<file path="config.mk">
export PLATFORM = sky130hd
export DESIGN_NAME = mf3_window
export DESIGN_NICKNAME = d
export VERILOG_FILES = /design/src/hdl/mf3_pkg.sv /design/src/hdl/mf3_window.sv
export SDC_FILE = /design/constraint.sdc
export NUM_CORES = 1
export LEC_CHECK = 0
export ABC_AREA = 1
export BUFFER_PORTS_ARGS = -buffer_cell sky130_fd_sc_hd__clkbuf_2
export CORE_AREA = 5 5 112 114
export DETAILED_ROUTE_END_ITERATION = 10
export DIE_AREA = 0 0 117 119
export PLACE_DENSITY_LB_ADDON = 0.3
export REMOVE_ABC_BUFFERS = 1
export SYNTH_ARGS = -nofsm -noshare
export SYNTH_HDL_FRONTEND = slang
export SYNTH_SLANG_ARGS = --single-unit
</file>
<file path="constraint.sdc">
create_clock -name clk -period 13.1 [get_ports clk]
set_clock_uncertainty 0.1 [all_clocks]
set_input_delay 2.62 -clock clk [delete_from_list [all_inputs] [get_ports clk]]
set_output_delay 2.62 -clock clk [all_outputs]
set_load 0.01 [all_outputs]
</file>
<file path="src/hdl/mf3_pkg.sv">
// ----------------------------------------------------------------------------
// mf3_pkg
// types, constants and compare-select helpers of the 3x3 median filter
// ----------------------------------------------------------------------------
package mf3_pkg;

  localparam int PIXEL_BITS   = 8;
  localparam int MAX_WIDTH    = 2048;
  localparam int MAX_HEIGHT   = 2048;
  localparam int DIM_BITS     = 12;
  localparam int COL_BITS     = $clog2(MAX_WIDTH);
  localparam int ROW_BITS     = $clog2(MAX_HEIGHT) + 1;
  localparam int CNT_BITS     = $clog2(MAX_WIDTH * MAX_HEIGHT);
  localparam int CFG_IDX_BITS = 4;
  localparam int MIN_DIM      = 3;

  localparam logic [CFG_IDX_BITS-1:0] REG_FRAME_WIDTH  = CFG_IDX_BITS'(0);
  localparam logic [CFG_IDX_BITS-1:0] REG_FRAME_HEIGHT = CFG_IDX_BITS'(1);

  localparam logic [DIM_BITS-1:0] WIDTH_RESET  = DIM_BITS'(640);
  localparam logic [DIM_BITS-1:0] HEIGHT_RESET = DIM_BITS'(480);

  typedef logic [PIXEL_BITS-1:0] pix_t;
  typedef logic [COL_BITS-1:0]   col_t;
  typedef logic [ROW_BITS-1:0]   row_t;
  typedef logic [DIM_BITS-1:0]   dim_t;
  typedef logic [CNT_BITS-1:0]   cnt_t;

  typedef struct packed {
    pix_t lo;
    pix_t mi;
    pix_t hi;
  } col3_t;

  // window control from the top level pipeline
  typedef struct packed {
    logic shift;
    logic capture;
  } win_ctl_t;

  function automatic pix_t min2(input pix_t a, input pix_t b);
    return (a < b) ? a : b;
  endfunction

  function automatic pix_t max2(input pix_t a, input pix_t b);
    return (a < b) ? b : a;
  endfunction

  function automatic pix_t min3(input pix_t a, input pix_t b, input pix_t c);
    return min2(min2(a, b), c);
  endfunction

  function automatic pix_t max3(input pix_t a, input pix_t b, input pix_t c);
    return max2(max2(a, b), c);
  endfunction

  function automatic pix_t med3(input pix_t a, input pix_t b, input pix_t c);
    return max2(min2(a, b), min2(max2(a, b), c));
  endfunction

  function automatic col3_t sort3(input pix_t a, input pix_t b, input pix_t c);
    col3_t s;
    s.lo = min3(a, b, c);
    s.hi = max3(a, b, c);
    s.mi = med3(a, b, c);
    return s;
  endfunction

endpackage

</file>
<file path="src/hdl/mf3_window.sv">
// ----------------------------------------------------------------------------
// mf3_window
// 3x3 window of sorted columns and the first median reduction stage
// ----------------------------------------------------------------------------
module mf3_window
  import mf3_pkg::*;
(
  input  logic     clk,
  input  win_ctl_t ctl,
  input  pix_t     col_top,
  input  pix_t     col_mid,
  input  pix_t     col_bot,
  output pix_t     lo_r,
  output pix_t     md_r,
  output pix_t     hi_r,
  output pix_t     ctr_r
);

  // column 0 oldest, column 2 newest; each column kept sorted
  col3_t win_r [3];
  pix_t  raw_mid_r [2];  // unsorted middle row of columns 1 and 2
  col3_t new_col;

  assign new_col = sort3(col_top, col_mid, col_bot);

  always_ff @(posedge clk) begin
    if (ctl.shift) begin
      win_r[0]     <= win_r[1];
      win_r[1]     <= win_r[2];
      win_r[2]     <= new_col;
      raw_mid_r[0] <= raw_mid_r[1];
      raw_mid_r[1] <= col_mid;
    end
  end

  // max of mins, median of medians, min of maxes
  always_ff @(posedge clk) begin
    if (ctl.capture) begin
      lo_r  <= max3(win_r[0].lo, win_r[1].lo, win_r[2].lo);
      md_r  <= med3(win_r[0].mi, win_r[1].mi, win_r[2].mi);
      hi_r  <= min3(win_r[0].hi, win_r[1].hi, win_r[2].hi);
      ctr_r <= raw_mid_r[0];
    end
  end

endmodule

</file>
==> flow_metrics.py <==
metrics = {
    "final_layout": {
        "area_growth_pct": 15.2,
        "layout-drive-gt1-share_pct": 13.8,
        "layout.area.seq_um2": 3600,
        "multi_input_area_um2": 2810,
        "diodes": 0,
        "nets": 882,
        "fillers": 832,
    },
    "worst_setup_path": {
        "cp_max_fo": 31,
        "critical_path.most_common_cell": "nand2_1",
        "r2r-start": "win_r[0][15]",
        "worstSetupStartpoint": "col_mid[7]",
        "critPathRequiredTime_ns": 13.16,
        "cpPeakStageDelay_ns": 0.53,
        "cp_slowest_cell": "nand2_1",
        "path_class": "input port to flip-flop",
        "cp-end-kind": "flip-flop",
        "reg2reg_depth": 21,
        "arrival_ns": 7.42,
        "startpoint_type": "input port",
    },
    "floorplan": {
        "dieArea_um2": 13900,
        "die_height_um": 119,
        "initial_core_util_pct": 60.8,
        "std_cell_rows": 39,
        "ioPinCount": 59,
        "coreArea_um2": 11300,
        "die_w_um": 117,
    },
    "grt": {
        "grt_max_degree": 89,
        "antenna_found_initial": 0,
        "met2_usage_pct": 36.6,
        "grt_util_all_layers_pct": 21.3,
        "use_met1_pct": 24.9,
        "grt_first_pass_wirelength_um": 23500,
        "met3_usage_pct": 6.14,
        "grt_overflow": 0,
        "grt-busiest-layer": "met2",
        "grt_pass1_vias": 5084,
    },
    "clock_tree": {
        "cts_hold_buf": 0,
        "clockBufferDepth": 2,
        "htreeDepth": 4,
        "clkLatencyLatePin_ns": 0.41,
        "cts_setup_buffers": 0,
        "numCtsBuffers": 17,
        "clock_sinks": 120,
        "clkTransAtPathRegs_ns": 0.06,
        "cts_resized": 0,
        "cts_root_buf": "clkbuf_16",
        "cts_tree": "done",
    },
    "sta": {
        "period_needed_ns": 7.36,
        "max_clock_freq_ghz": 0.136,
        "tns_ns": 0,
        "finalHoldViolCount": 0,
        "max_slew_margin_pct": 26.7,
        "tightest_slew_ns": 1.10,
        "grt_setup_unrepaired": "no",
        "fin_crit_sh_pct": 56.2,
        "slew_violations": 0,
        "setup_viol": 0,
    },
    "yosys": {
        "yosysUniqueCellTypes": 24,
        "syn_inst": 715,
        "synth.avg_cell_area_um2": 9.62,
        "synth-seq-cells": 120,
        "ys_seq_area_share_pct": 52.4,
        "ys_warn_count": 0,
        "syn_area_um2": 6880,
    },
    "min_path": {
        "min_path_type": "flip-flop to flip-flop",
        "whs_path_depth": 0,
        "hp-start": "raw_mid_r[1][7]",
    },
    "place": {
        "io_buffer_count": 58,
        "hpwlAfterDp_um": 9580,
        "routabilityCongestion": 0.922,
    },
    "routing": {
        "drc": 0,
        "wl_per_cell_um": 14.9,
        "antenna_left": 0,
        "via_per_inst": 5.46,
        "drtPass1Iterations": 5,
        "wl_um": 13900,
        "vias": 5103,
        "dr.first_iter.drc_count": 344,
    },
    "power_and_ir_drop": {
        "power-per-cell-area_nw_per_um2": 211,
        "switchingPower_mw": 0.588,
        "totalPowerFinal_mw": 1.67,
        "p_clk_share_pct": 30.4,
        "p_comb_share_pct": 35.7,
        "power_frac_seq_pct": 33.8,
        "power.leakage_nw": 3.73,
        "switching_share_pct": 35.2,
        "peakVddDrop_mv": 0.116,
        "p_int_mw": 1.09,
    },
    "outcome": {
        "run_status": "complete, no violations",
    },
    "run": {
        "cap_violations": 0,
    },
}
final cells by class:
cell class,count,area share (%)
inverter,105,4.97
timing repair buffer,58,3.69
clock buffer,17,5.37
sequential,120,45.4
tap,143,2.26
clock inverter,15,2.87
multi-input combinational,476,35.4
power by group through the flow:
stage | registers [mW] | clock network (mW) | logic (mW)
5_1_grt | 0.574 | 0.538 | 0.692
6_report | 0.567 | 0.510 | 0.598
3_5_place_dp | 0.573 | 0 | 0.587
3_3_place_gp | 0.570 | 0 | 0.559
4_1_cts | 0.567 | 0.513 | 0.597
2_1_floorplan | 0.581 | 0 | 0.423
per-stage QoR:
stage,setup slack (ns),hold slack [ns],area [um2],instances,utilization (%)
after floorplan,6.40,0.300,6800,701,-
after global placement,5.96,0.302,7280,902,64.3
after detailed placement,5.55,0.305,7280,902,64.3
after CTS,5.94,0.320,7930,934,70.0
after global routing,5.40,0.339,7930,934,70.0
final,5.74,0.318,7930,934,70.0
per-layer routing:
layer	share of wire [%]	vias up	routed length, um
met1	41	2356	5740
met4	2.6	0	365
met3	5.0	38	699
met2	51	156	7090
met5	0	-	0
li1	-	2553	-
cell usage in the layout, fill, tap and decap left out, types with 9 or more instances in the layout:
master / n
ha_1: 77
nand2_2: 9
clkbuf_16: 17
nand2_1: 174
edfxtp_1: 120
a21oi_1: 54
inv_1: 105
nor2_1: 44
o21ai_0: 47
nand3_1: 33
clkbuf_2: 57
o21ai_1: 14
worst max-delay path, delay by kind of cell:
family / cells / cell delay, ns
and+or+nand+nor: 10 / 1.50
AOI/OAI and AO/OA: 7 / 1.92
buffers and inverters: 5 / 0.47
adders and majority gates: 3 / 0.92
flip-flops by register name, summed over array words and instances, names as in the netlist:
name       count
lo_r           8
win_r         72
ctr_r          8
md_r           8
hi_r           8
raw_mid_r     16
kinds of logic (layout without fill, tap and decap cells):
logic type	Yosys count	count (layout)	share of synthesized area, %
compound gates	129	129	10.4
fa+ha+maj	77	77	14.0
buf+inv	119	195	6.84
flops	120	120	52.4
simple gates	270	270	16.4
synthesized netlist by cell type, drive strengths merged:
cell,instances,area (um2)
nand3,33,165
a21oi,54,270
ha,77,963
nand4,3,25.0
inv,105,394
a211oi,7,62.6
o21ai,61,305
o211ai,5,61.3
and2,3,18.8
nor2,44,165
o21a,2,15.0
buf,12,68.8
nand2,187,754
edfxtp,120,3600
clkbuf,2,7.51
path summary, 6_finish.rpt:
kind	slack [ns]	endpoint
min	0.32	raw_mid_r[0][7]
max reg2reg	8.21	md_r[3]
max	5.74	win_r[0][59]
min reg2reg	0.32	raw_mid_r[0][7]
(Power assumes the default switching activity.)
